### config.mk
export PLATFORM = sky130hd
export DESIGN_NAME = ffca_ctrl
export DESIGN_NICKNAME = d
export VERILOG_FILES = /design/src/ffca_pkg.sv /design/src/ffca_ctrl.sv
export SDC_FILE = /design/constraint.sdc
export NUM_CORES = 1
export LEC_CHECK = 0
export ABC_CLOCK_PERIOD_IN_PS = 2450
export BUFFER_PORTS_ARGS = -buffer_cell sky130_fd_sc_hd__buf_2
export CORE_MARGIN = 5
export CORE_UTILIZATION = 40
export CTS_CLUSTER_SIZE = 20
export DETAILED_ROUTE_END_ITERATION = 8
export GPL_TIMING_DRIVEN = 0
export PLACE_DENSITY = 0.72
export SYNTH_ARGS = -nofsm -noshare
export SYNTH_HDL_FRONTEND = slang
export SYNTH_SLANG_ARGS = --single-unit
### constraint.sdc
create_clock -name clk_i -period 2.45 [get_ports clk_i]
set_clock_uncertainty 0.05 [all_clocks]
set_input_delay 0 -clock clk_i [delete_from_list [all_inputs] [get_ports clk_i]]
set_output_delay 0 -clock clk_i [all_outputs]
set_load 0.01 [all_outputs]
### src/ffca_pkg.sv
// -----------------------------------------------------------------------------
// ffca_pkg
// Constants, types and control structs shared by the allocator modules.
// -----------------------------------------------------------------------------
package ffca_pkg;

  localparam int ARENA_CAPACITY     = 16384;
  localparam int GRANULE            = 4096;
  localparam int CHUNK_HEADER_BYTES = 8;
  localparam int ARENA_HEADER_BYTES = 40;

  localparam int AW        = $clog2(ARENA_CAPACITY);
  localparam int LW        = $clog2(ARENA_CAPACITY + 1);
  localparam int SW        = LW + 1;
  localparam int GSH       = $clog2(GRANULE);
  localparam int CFGW      = 12;
  localparam int FIRST_MAP = (GRANULE > ARENA_CAPACITY) ? ARENA_CAPACITY : GRANULE;
  localparam int ROOM      = FIRST_MAP - ARENA_HEADER_BYTES - CHUNK_HEADER_BYTES;

  localparam logic [1:0] MODE_ALLOC   = 2'd0;
  localparam logic [1:0] MODE_FREE    = 2'd1;
  localparam logic [1:0] MODE_REALLOC = 2'd2;

  typedef struct packed {
    logic [LW-1:0] used;
    logic [LW-1:0] free_bytes;
  } hdr_t;

  typedef enum logic [3:0] {
    ST_INIT, ST_IDLE, ST_DISPATCH, ST_A_LOAD, ST_A_EVAL, ST_A_SPLIT,
    ST_F_READ, ST_F_LOAD, ST_C_START, ST_C_LOAD, ST_C_EVAL, ST_C_NEXT,
    ST_R_LOAD, ST_FINISH
  } state_e;

  typedef enum logic [1:0] {RD_BASE, RD_CHUNK, RD_END} rd_sel_e;

  typedef enum logic [2:0] {
    WR_INIT, WR_GROW, WR_TRIM, WR_SPLIT, WR_FREE, WR_MERGE, WR_RESIZE
  } wr_sel_e;

  typedef enum logic [1:0] {T_HOLD, T_BASE, T_END} t_sel_e;

  typedef enum logic [1:0] {UF_HOLD, UF_MEM, UF_MERGE} uf_sel_e;

  typedef struct packed {
    logic    capture;
    logic    clr_result;
    logic    set_fail;
    logic    rd_en;
    rd_sel_e rd_sel;
    logic    wr_en;
    wr_sel_e wr_sel;
    t_sel_e  t_sel;
    uf_sel_e uf_sel;
    logic    grow;
    logic    res_split;
    logic    res_handle;
    logic    copy_set;
    logic    old_used_ld;
    logic    out_load;
  } cmd_t;

  typedef struct packed {
    logic [1:0] mode;
    logic       handle_small;
    logic       size_zero;
    logic       realloc_move;
    logic       last;
    logic       fits;
    logic       no_room;
    logic       next_free;
    logic       resize_fits;
    logic       out_free;
  } sts_t;

endpackage

### src/ffca_ctrl.sv
// -----------------------------------------------------------------------------
// ffca_ctrl
// Sequencer for allocate, free, coalesce and reallocate walks.
// -----------------------------------------------------------------------------
module ffca_ctrl import ffca_pkg::*; (
  input  logic clk_i,
  input  logic rst_ni,
  input  logic in_valid_i,
  output logic in_ready_o,
  input  sts_t sts_i,
  output cmd_t cmd_o
);

  state_e state_q, state_d;

  always_ff @(posedge clk_i or negedge rst_ni) begin
    if (!rst_ni) begin
      state_q <= ST_INIT;
    end else begin
      state_q <= state_d;
    end
  end

  always_comb begin
    cmd_o      = '0;
    state_d    = state_q;
    in_ready_o = (state_q == ST_IDLE);
    unique case (state_q)
      ST_INIT: begin
        cmd_o.wr_en  = 1'b1;
        cmd_o.wr_sel = WR_INIT;
        state_d      = ST_IDLE;
      end
      ST_IDLE: begin
        if (in_valid_i) begin
          cmd_o.capture = 1'b1;
          state_d       = ST_DISPATCH;
        end
      end
      ST_DISPATCH: begin
        cmd_o.clr_result = 1'b1;
        priority if (sts_i.mode == MODE_FREE) begin
          if (sts_i.handle_small) begin
            state_d = ST_FINISH;
          end else begin
            cmd_o.rd_en  = 1'b1;
            cmd_o.rd_sel = RD_CHUNK;
            state_d      = ST_F_LOAD;
          end
        end else if (sts_i.mode == MODE_REALLOC && sts_i.realloc_move) begin
          cmd_o.rd_en  = 1'b1;
          cmd_o.rd_sel = RD_CHUNK;
          state_d      = ST_R_LOAD;
        end else if (sts_i.mode == MODE_ALLOC || sts_i.mode == MODE_REALLOC) begin
          if (sts_i.size_zero) begin
            cmd_o.set_fail = 1'b1;
            state_d        = ST_FINISH;
          end else begin
            cmd_o.t_sel  = T_BASE;
            cmd_o.rd_en  = 1'b1;
            cmd_o.rd_sel = RD_BASE;
            state_d      = ST_A_LOAD;
          end
        end else begin
          state_d = ST_FINISH;
        end
      end
      ST_A_LOAD: begin
        cmd_o.uf_sel = UF_MEM;
        state_d      = ST_A_EVAL;
      end
      ST_A_EVAL: begin
        priority if (sts_i.last && !sts_i.fits) begin
          if (sts_i.no_room) begin
            cmd_o.set_fail = 1'b1;
            state_d        = ST_FINISH;
          end else begin
            cmd_o.grow   = 1'b1;
            cmd_o.wr_en  = 1'b1;
            cmd_o.wr_sel = WR_GROW;
          end
        end else if (sts_i.fits) begin
          cmd_o.wr_en  = 1'b1;
          cmd_o.wr_sel = WR_TRIM;
          state_d      = ST_A_SPLIT;
        end else begin
          cmd_o.t_sel  = T_END;
          cmd_o.rd_en  = 1'b1;
          cmd_o.rd_sel = RD_END;
          state_d      = ST_A_LOAD;
        end
      end
      ST_A_SPLIT: begin
        cmd_o.wr_en     = 1'b1;
        cmd_o.wr_sel    = WR_SPLIT;
        cmd_o.res_split = 1'b1;
        if (sts_i.realloc_move) begin
          cmd_o.copy_set = 1'b1;
          state_d        = ST_F_READ;
        end else begin
          state_d = ST_FINISH;
        end
      end
      ST_F_READ: begin
        cmd_o.rd_en  = 1'b1;
        cmd_o.rd_sel = RD_CHUNK;
        state_d      = ST_F_LOAD;
      end
      ST_F_LOAD: begin
        cmd_o.wr_en  = 1'b1;
        cmd_o.wr_sel = WR_FREE;
        state_d      = ST_C_START;
      end
      ST_C_START: begin
        cmd_o.t_sel  = T_BASE;
        cmd_o.rd_en  = 1'b1;
        cmd_o.rd_sel = RD_BASE;
        state_d      = ST_C_LOAD;
      end
      ST_C_LOAD: begin
        cmd_o.uf_sel = UF_MEM;
        state_d      = ST_C_EVAL;
      end
      ST_C_EVAL: begin
        if (sts_i.last) begin
          state_d = ST_FINISH;
        end else begin
          cmd_o.rd_en  = 1'b1;
          cmd_o.rd_sel = RD_END;
          state_d      = ST_C_NEXT;
        end
      end
      ST_C_NEXT: begin
        if (sts_i.next_free) begin
          cmd_o.wr_en  = 1'b1;
          cmd_o.wr_sel = WR_MERGE;
          cmd_o.uf_sel = UF_MERGE;
        end else begin
          cmd_o.t_sel  = T_END;
          cmd_o.uf_sel = UF_MEM;
        end
        state_d = ST_C_EVAL;
      end
      ST_R_LOAD: begin
        cmd_o.old_used_ld = 1'b1;
        if (sts_i.resize_fits) begin
          cmd_o.wr_en      = 1'b1;
          cmd_o.wr_sel     = WR_RESIZE;
          cmd_o.res_handle = 1'b1;
          state_d          = ST_FINISH;
        end else begin
          cmd_o.t_sel  = T_BASE;
          cmd_o.rd_en  = 1'b1;
          cmd_o.rd_sel = RD_BASE;
          state_d      = ST_A_LOAD;
        end
      end
      ST_FINISH: begin
        if (sts_i.out_free) begin
          cmd_o.out_load = 1'b1;
          state_d        = ST_IDLE;
        end
      end
      default: state_d = ST_IDLE;
    endcase
  end

endmodule

# Yosys cells after proc, flatten, opt, wreduce, memory -nomap -nowiden

Index checks and enable logic that the tools add are counted.

Input bits: 14
Word-level logic and storage cells: 89
Flip-flop bits (word level): 4
Output and inout port bits: 21

Reductions and logical operators: 9
Muxes and demuxes: 61
Equal/unequal tests: 18

Operators by type and width:

| cell                                                            | count |
|---|---|
| 4-bit 2-to-1 mux                                                | 17 |
| 4-bit case mux with 12 select lines                             | 1 |
| 3-bit 2-to-1 mux                                                | 10 |
| 4-bit == test, second input constant                            | 6 |
| 1-bit 2-to-1 mux                                                | 24 |
| 4-bit case mux with 6 select lines                              | 1 |
| 3-bit case mux with 6 select lines                              | 1 |
| 4-bit by 3-bit == test with 1-bit output, second input constant | 4 |
| 2-bit case mux with 5 select lines                              | 1 |
| 4-bit by 2-bit == test with 1-bit output, second input constant | 2 |
| 2-bit 2-to-1 mux                                                | 4 |
| 4-bit by 1-bit == test with 1-bit output, second input constant | 1 |
| 4-bit logical NOT                                               | 1 |
| 2-bit inequality test, second input constant                    | 2 |
| 2-bit case mux with 2 select lines                              | 1 |
| 2-bit OR reduction                                              | 2 |
| 3-bit inequality test, second input constant                    | 1 |
| 3-bit AND reduction                                             | 1 |
| 2-bit by 1-bit == test with 1-bit output, second input constant | 1 |
| 2-bit == test, second input constant                            | 1 |
| 1-bit logical AND                                               | 2 |
| 2-bit logical NOT                                               | 1 |
| 1-bit case mux with 2 select lines                              | 1 |
| 1-bit logical NOT                                               | 1 |
| 1-bit logical OR                                                | 1 |

# Longest topological paths before layout

Gate-level depths: netlist of the first run.

Word-level depth: 6
Mapped depth: 6
Mapped depth without buffers: 4

# Least setup slack after synthesis of the first run

OpenSTA, ideal clock, no wires.

Path type: register -> register
Start point: register state_q[2]
End point: register state_q[0]
Required time: 2.281 ns
Stages on the path, launching flop included: 5
Path buffers: 0
Library setup time: 0.119 ns
Setup slack: 0.830 ns
Arrival: 1.451 ns
Path through: dfrtp_1 > or3b_4 > nor3_4 > or4_4 > o21ba_1

Word-level cells in the longest chain between the ends: 3

RTL lines:

| element                                                                    | RTL line        | RTL |
|---|---|---|
| start, declared                                                            | ffca_ctrl.sv:14 | `state_e state_q, state_d;` |
| start signal, assigned                                                     | ffca_ctrl.sv:20 | `state_q <= state_d;` |
| 4-bit == test, or another cell as far along                                | ffca_ctrl.sv:28 | `unique case (state_q)` |
| 2-bit OR reduction (no source line), or another cell as far along          | --              |  |
| 4-bit case mux with 12 select lines or 3-bit AND reduction (tied branches) | --              |  |

Parallel ways exist; a longest one is shown, timed or not.
A chain may end at the register's enable or synchronous reset.

==> implementation parameters, run 1 <==
Parameter                              Value

Critical path
  Critical path type    flop to output port
  Ordered cell list for the critical path    buf_2, buf_1, nand3b_1, o21ai_0, nand2_1, nand3b_1, buf_2
  Type of element capturing the critical path    output port
  Crit path largest cell delay    ~0.42 ns
  Setup crit start kind    flop
  Data arrival, critical path    1.89 ns
  Worst path slowest cell    sky130_fd_sc_hd__dfrtp_1
  Top delay family on crit path    buffers and inverters
  Peak fanout along the critical path    10
  Crit path buf inv count    3
  Required time of the critical path    2.40 ns

Cells and area
  Net count reported at finish    160
  Footprint of the multi-input gates    534 µm²
  Layout overhead on the synthesized area    32.3%
  Post-route cell area    918 µm²
  Biggest regs    state_q x4
  Total inserted antenna cells    0
  Total of fill cells in the finished design    roughly 170
  Most flop-heavy register    state_q
  Layout cell share with drive strength beyond 1    between 30% and 40%
  FF+latch area    approximately 100 µm²
  Number of flip-flops in the largest register    4

Timing
  Post-Route Setup TNS    0 ns
  Max_slew headroom    66.4%
  Unrepaired setup endpoints after global routing    no
  Setup Viol. Count Final    0
  Final hold violations    0
  Post-route clock period utilization    around 79%
  Worst Hold Margin    0.0510 ns
  Count of pins over their slew limit    0
  Least-Margin Pin Slew    between 0.5 and 0.6 ns
  Time the final worst path needs with I/O delays and setup    roughly 1.9 ns
  Highest attainable clock frequency    slightly above 500 MHz

Yosys
  Post-Synthesis Cells    106
  FF+latch count, synth    4
  Mapped Area    approximately 690 µm²
  Distinct cell type count of the synthesized netlist    38
  Dominant synthesized flop cell    sky130_fd_sc_hd__dfrtp_1
  Syn Area/Cell    about 6.6 µm²
  Yosys top cell area share    14.4%
  Yosys synthesis warning count    0
  Sequential fraction of the synthesis area    14.4%
  Share of synthesized flip-flops with an asynchronous set or reset    100%
  Syn Nets    120
  Top cells by area in the synthesized netlist    sky130_fd_sc_hd__dfrtp_1 (14%), sky130_fd_sc_hd__nor3_1 (7.9%), sky130_fd_sc_hd__nor2_1 (5.4%)
  EDFF count, synth    0
  Biggest area consumer among synthesized cells    sky130_fd_sc_hd__dfrtp_1

Floorplan
  I/O pin total    35
  Die height    ~52 µm
  # rows    15
  Total core area    around 1700 µm²
  Die width    between 50 and 60 µm
  Initial standard-cell utilization of the core    41.1%
  Area enclosed by the die boundary    2670 µm²

Global routing
  Total congestion overflow    0
  Antenna violations before repair    0
  Overall Global Routing Usage    18.1%
  Pin count of the biggest net entering global routing    11
  First-pass GRT wire length    between 3000 and 4000 µm
  Number of global-route vias before repair    around 840

Worst hold path
  Hold WC Path Type    input pin to asynchronous set/reset pin

Clocking
  Buffers from clock root to sink, at most    2
  Library cell used as clock root buffer    sky130_fd_sc_hd__clkbuf_4
  CTS tree    done
  Count of cells resized by post-cts repair    0
  Number of buffers inserted during clock tree synthesis    3
  Num Clock Sinks    4
  Reg clk slew, reported paths    ~0.04 ns
  CTS H-tree lvls    1
  Skew-Pair Late Insertion Delay    about 0.24 ns

Drt
  Routed via count    1,009
  Pre-Repair DR Iteration Count    4
  Total DRC errors in the routed layout    0
  Post-detailed-route wirelength per cell    15.1 µm
  DRC violation total after the first TritonRoute iteration    43
  Total Routed Length    between 2000 and 2500 µm
  Number of nets with antenna violations after detailed routing    0
  Via count normalized by instance count    6.27

Placement
  Buffers on Ports    34
  Cell Area, Placed    just under 900 µm²
  HPWL after DPL    between 1500 and 2000 µm
  Final GP Congestion    between 0.9 and 1

Job
  Max-cap violations    0

Power
  Areal power density over the cells    about 1100 nW/µm²
  Highest ir drop seen on vdd    roughly 0.42 mV
  Leak pwr    approximately 0.00046 µW

Status
  Status    complete, no violations
kinds of logic (layout without fill, tap and decap cells):
logic type,count (synthesis),after routing,synth area share (%)
AND/OR/NAND/NOR,58,58,48.3
buffers and inverters,15,53,8.65
AO/OA/AOI/OAI,29,29,28.6
flip-flops,4,4,14.4
power by group:
part           switching (µW)  internal [µW]  total, µW
clock network            27.5           54.8       82.3
registers                34.8           97.2        132
logic                     459            300        760
total                     522            452        974
through the flow:
stage / instances / utilization (%) / total power [µW] / setup slack (ns)
finish: 161 / 54.4 / 974 / 0.509
detailed placement: 157 / 52.4 / 877 / 0.600
floorplan: 106 / - / 649 / 0.830
global placement: 157 / 52.4 / 863 / 0.671
CTS: 161 / 54.4 / 963 / 0.532
global route: 161 / 54.4 / 1050 / 0.289
metal layers:
layer  global-route usage, %  vias up  routed length [µm]
met2                    31.1       69                1150
met4                    6.55        0                  51
li1                        -      471                   -
met1                    22.6      463                 967
met5                       0        -                   0
met3                    3.15        6                 263
Yosys cell counts (2+ instances only):
cell type and n:
sky130_fd_sc_hd__o21ai_0 5, sky130_fd_sc_hd__and2_1 2, sky130_fd_sc_hd__nor2_1 10, sky130_fd_sc_hd__dfrtp_1 4
sky130_fd_sc_hd__inv_1 7, sky130_fd_sc_hd__or3_1 2, sky130_fd_sc_hd__buf_2 3, sky130_fd_sc_hd__o31a_1 2
sky130_fd_sc_hd__nand2b_1 4, sky130_fd_sc_hd__nor2b_1 3, sky130_fd_sc_hd__o21bai_1 2, sky130_fd_sc_hd__clkbuf_1 4
sky130_fd_sc_hd__o22ai_1 4, sky130_fd_sc_hd__nand3b_1 3, sky130_fd_sc_hd__a211oi_1 2, sky130_fd_sc_hd__nand3_1 3
sky130_fd_sc_hd__a21oi_1 4, sky130_fd_sc_hd__o41ai_1 2, sky130_fd_sc_hd__nand2_1 9, sky130_fd_sc_hd__nor3_1 11
sky130_fd_sc_hd__or3b_2 2, sky130_fd_sc_hd__a31oi_1 2
worst paths after layout:
kind	endpoint	depth (start not counted)	slack, ns	from
max in group asynchronous	state_q[1]	2	2.18	rst_ni
hold / removal	state_q[0]	2	0.05	rst_ni
setup / recovery	cmd_o[16]	7	0.51	state_q[3]
min in group clk_i	state_q[3]	3	0.09	sts_i[0]
hold reg to reg	state_q[1]	3	0.64	state_q[1]
setup reg to reg	state_q[0]	5	0.59	state_q[1]
final cells by class:
type | instances | share of cell area (%)
plain buffers | 8 | 3.68
clock buffers | 3 | 2.45
inverters | 7 | 2.86
multi-input cells | 87 | 58.2
flip-flops and latches | 4 | 10.9
well taps | 17 | 2.32
repair buffers | 35 | 19.6
layout by cell type (no fill, tap or decap), types with 2 or more instances in the layout:
cell type                  instances
sky130_fd_sc_hd__o21ai_0           5
sky130_fd_sc_hd__or3_1             2
sky130_fd_sc_hd__nand2b_1          4
sky130_fd_sc_hd__nor2b_1           3
sky130_fd_sc_hd__dfrtp_1           4
sky130_fd_sc_hd__a211oi_1          2
sky130_fd_sc_hd__clkbuf_4          3
sky130_fd_sc_hd__nand3b_1          3
sky130_fd_sc_hd__clkbuf_1          4
sky130_fd_sc_hd__buf_2            37
sky130_fd_sc_hd__or3b_2            2
sky130_fd_sc_hd__o21bai_1          2
sky130_fd_sc_hd__nand3_1           3
sky130_fd_sc_hd__o22ai_1           4
sky130_fd_sc_hd__o41ai_1           2
sky130_fd_sc_hd__nor2_1           10
sky130_fd_sc_hd__o31a_1            2
sky130_fd_sc_hd__a21oi_1           4
sky130_fd_sc_hd__inv_1             7
sky130_fd_sc_hd__a31oi_1           2
sky130_fd_sc_hd__nand2_1           9
sky130_fd_sc_hd__nor3_1           11
sky130_fd_sc_hd__and2_1            2
what timing repair did:
item,4_1_cts,5_1_grt
hold buffers,1,0
hold endpoints to repair,4,0
setup buffers,0,0
(Power assumes the default switching activity.)
==> inputs of run 2 (changes only) <==
--- a/config.mk
+++ b/config.mk
@@ -5,14 +5,14 @@
 export SDC_FILE = /design/constraint.sdc
 export NUM_CORES = 1
 export LEC_CHECK = 0
-export ABC_CLOCK_PERIOD_IN_PS = 2450
+export ABC_CLOCK_PERIOD_IN_PS = 1700
 export BUFFER_PORTS_ARGS = -buffer_cell sky130_fd_sc_hd__buf_2
 export CORE_MARGIN = 5
 export CORE_UTILIZATION = 40
 export CTS_CLUSTER_SIZE = 20
 export DETAILED_ROUTE_END_ITERATION = 8
 export GPL_TIMING_DRIVEN = 0
-export PLACE_DENSITY = 0.72
+export PLACE_DENSITY = 0.74
 export SYNTH_ARGS = -nofsm -noshare
 export SYNTH_HDL_FRONTEND = slang
 export SYNTH_SLANG_ARGS = --single-unit
==> constraint.sdc (replaced) <==
create_clock -name clk_i -period 1.7 [get_ports clk_i]
set_clock_uncertainty 0.05 [all_clocks]
set_input_delay 0 -clock clk_i [delete_from_list [all_inputs] [get_ports clk_i]]
set_output_delay 0 -clock clk_i [all_outputs]
set_load 0.01 [all_outputs]
==> run 2 against run 1 <==
Against the previous run: the flow now finishes with violations (setup timing); clock power is 56% higher; non-clock buffer count is 4 higher; worst setup slack worse by 0.63 ns; die area stayed put; largest cell class unchanged; total power is 66% higher; utilization is 6.1 points higher; first-iteration DRC count is 63% higher; critical path depth is 3 lower; cell area is 11% higher; critical path type unchanged; wire length is 7.2% higher; via count is 2.1% higher; count of clock-buffer cells in the layout stayed put.
==> implementation parameters, run 2 (synthesis results as in run 1) <==
Parameter                              Value

Status
  Status    complete, but fails checks
  Failing checks    setup timing

Clocking
  Skew-Pair Late Insertion Delay    0.25 ns (about the same)
  Num Clock Sinks    4 (unchanged)
  Library cell used as clock root buffer    sky130_fd_sc_hd__clkbuf_4
  Buffers from clock root to sink, at most    2 (unchanged)
  CTS H-tree lvls    1 (unchanged)
  CTS tree    done
  Reg clk slew, reported paths    0.05 ns (about the same)
  Number of buffers inserted during clock tree synthesis    3 (unchanged)

Timing
  Count of pins over their slew limit    0 (unchanged)
  Unrepaired setup endpoints after global routing    yes
  Worst Hold Margin    0.0371 ns (-0.0139 ns)
  Max_slew headroom    68.1% (+1.6 points)
  Post-route clock period utilization    107%
  Highest attainable clock frequency    550 MHz
  Time the final worst path needs with I/O delays and setup    ~1.8 ns
  Setup Viol. Count Final    3 (+3)
  Least-Margin Pin Slew    0.476 ns (-0.0244 ns)
  Post-Route Setup TNS    -0.144 ns (-0.144 ns)
  Worst-case setup margin in the final layout    -0.117 ns (-0.627 ns)
  Final hold violations    0 (unchanged)

Cells and area
  Most flop-heavy register    state_q
  Number of flip-flops in the largest register    4 (unchanged)
  Layout overhead on the synthesized area    47.2%
  Finished Layout Cells    165 (+2.5%)
  Net count reported at finish    164 (+2.5%)
  Layout cell share with drive strength beyond 1    42.6% (+11 points)
  Most frequent cells in the layout    sky130_fd_sc_hd__buf_2 (35), sky130_fd_sc_hd__nor3_1 (10), sky130_fd_sc_hd__nand2_1 (9), sky130_fd_sc_hd__nor2_1 (8)
  Biggest regs    state_q x4
  Leading cell type in the layout, fill and taps excluded    sky130_fd_sc_hd__buf_2
  Total inserted antenna cells    0 (unchanged)

Power
  Areal power density over the cells    1580 nW/µm² (+49%)
  Highest ir drop seen on vdd    0.580 mV (+38%)
  Total power of the final layout    1610 µW (+66%)
  Leak pwr    0.000516 µW (+12%)

Global routing
  Number of global-route vias before repair    942 (+13%)
  Overall Global Routing Usage    19.4% (+1.2 points)
  Pin count of the biggest net entering global routing    11 (unchanged)
  First-pass GRT wire length    4000 µm (+7.8%)
  Antenna violations before repair    0 (unchanged)
  Total congestion overflow    0 (unchanged)

Critical path
  Peak fanout along the critical path    6 (-4)
  Reg-to-reg slack, setup    -0.01 ns (-0.60 ns)
  Critical path type    flop to output port
  Type of element capturing the critical path    output port
  Reg2reg end    state_q[0]
  R2R depth    4 (-1)
  Launch point of the critical path    state_q[3]
  RR Startpoint    state_q[2]
  Required time of the critical path    1.65 ns (-0.75 ns)
  Setup crit start kind    flop
  Data arrival, critical path    1.77 ns (-0.12 ns)

Floorplan
  Die width    51.7 µm (unchanged)
  I/O pin total    35 (unchanged)
  # rows    15 (unchanged)
  Total core area    1690 µm² (unchanged)
  Initial standard-cell utilization of the core    41.1% (unchanged)
  Die height    51.7 µm (unchanged)
  Area enclosed by the die boundary    2670 µm² (unchanged)

Placement
  Final GP Congestion    0.898 (-1.2%)
  Placed Cells    157 (unchanged)
  Pre-CTS WS    -0.0854 ns (-0.685 ns)
  HPWL after DPL    1860 µm (-2.8%)
  Buffers on Ports    34 (unchanged)

Drt
  Number of nets with antenna violations after detailed routing    0 (unchanged)
  Pre-Repair DR Iteration Count    4 (unchanged)
  Total DRC errors in the routed layout    0 (unchanged)
  Via count normalized by instance count    6.24 (-0.39%)
  Post-detailed-route wirelength per cell    15.8 µm (+4.6%)
  Total Routed Length    2600 µm (+7.2%)
  DRC violation total after the first TritonRoute iteration    70 (+63%)
  Routed via count    1,030 (+2.1%)

Job
  Max-cap violations    0 (unchanged)

Worst hold path
  Hold WC Path Type    input pin to asynchronous set/reset pin
-- run 2: power breakdown --
group	switching (µW)	internal, µW
clock network	48.0	79.5
registers	52.7	142
logic	737	556
-- run 2: area by class of cell --
cell class | instances | area [µm²]
Timing Repair Buffer | 39 | 210
Buffer | 8 | 50.0
Inverter | 7 | 26.3
Clock buffer | 3 | 22.5
Tap cell | 17 | 21.3
Multi-Input combinational cell | 87 | 591
Fill cell | 157 | 667
Sequential cell | 4 | 101
-- run 2: metal layers --
layer	wire, µm	vias to the layer above	GRT usage (%)
met5	0	-	0
met4	43	0	8.73
met3	249	7	1.43
met2	1280	65	34.7
met1	1030	480	23.3
li1	-	478	-
-- run 2: through the flow --
step	cell area [µm²]	util, %
2_1_floorplan	694	-
3_3_place_gp	886	52.4
3_5_place_dp	886	52.4
4_1_cts	985	58.3
5_1_grt	1020	60.5
6_report	1020	60.5
-- run 2: worst max-delay path by stage --
stage | end | slack (ns)
after floorplan | state_q[0] | 0.08
after global placement | state_q[0] | -0.08
after detailed placement | state_q[0] | -0.09
after CTS | cmd_o[9] | -0.11
after global routing | cmd_o[9] | -0.16
final | cmd_o[9] | -0.12
-- run 2: worst max-delay path, stage by stage, from the launching register on --
cell	delay, ns
sky130_fd_sc_hd__dfrtp_1	0.42
sky130_fd_sc_hd__or3b_4	0.44
sky130_fd_sc_hd__or4_4	0.43
sky130_fd_sc_hd__o41ai_2	0.06
sky130_fd_sc_hd__buf_2	0.18
-- run 2: timing repair --
action,in CTS,in global routing
endpoints found under the setup margin,15,11
endpoints found under the hold margin,4,0
pin swaps,2,3
gates resized for setup,13,12
hold buffers,1,0
setup buffers,4,0
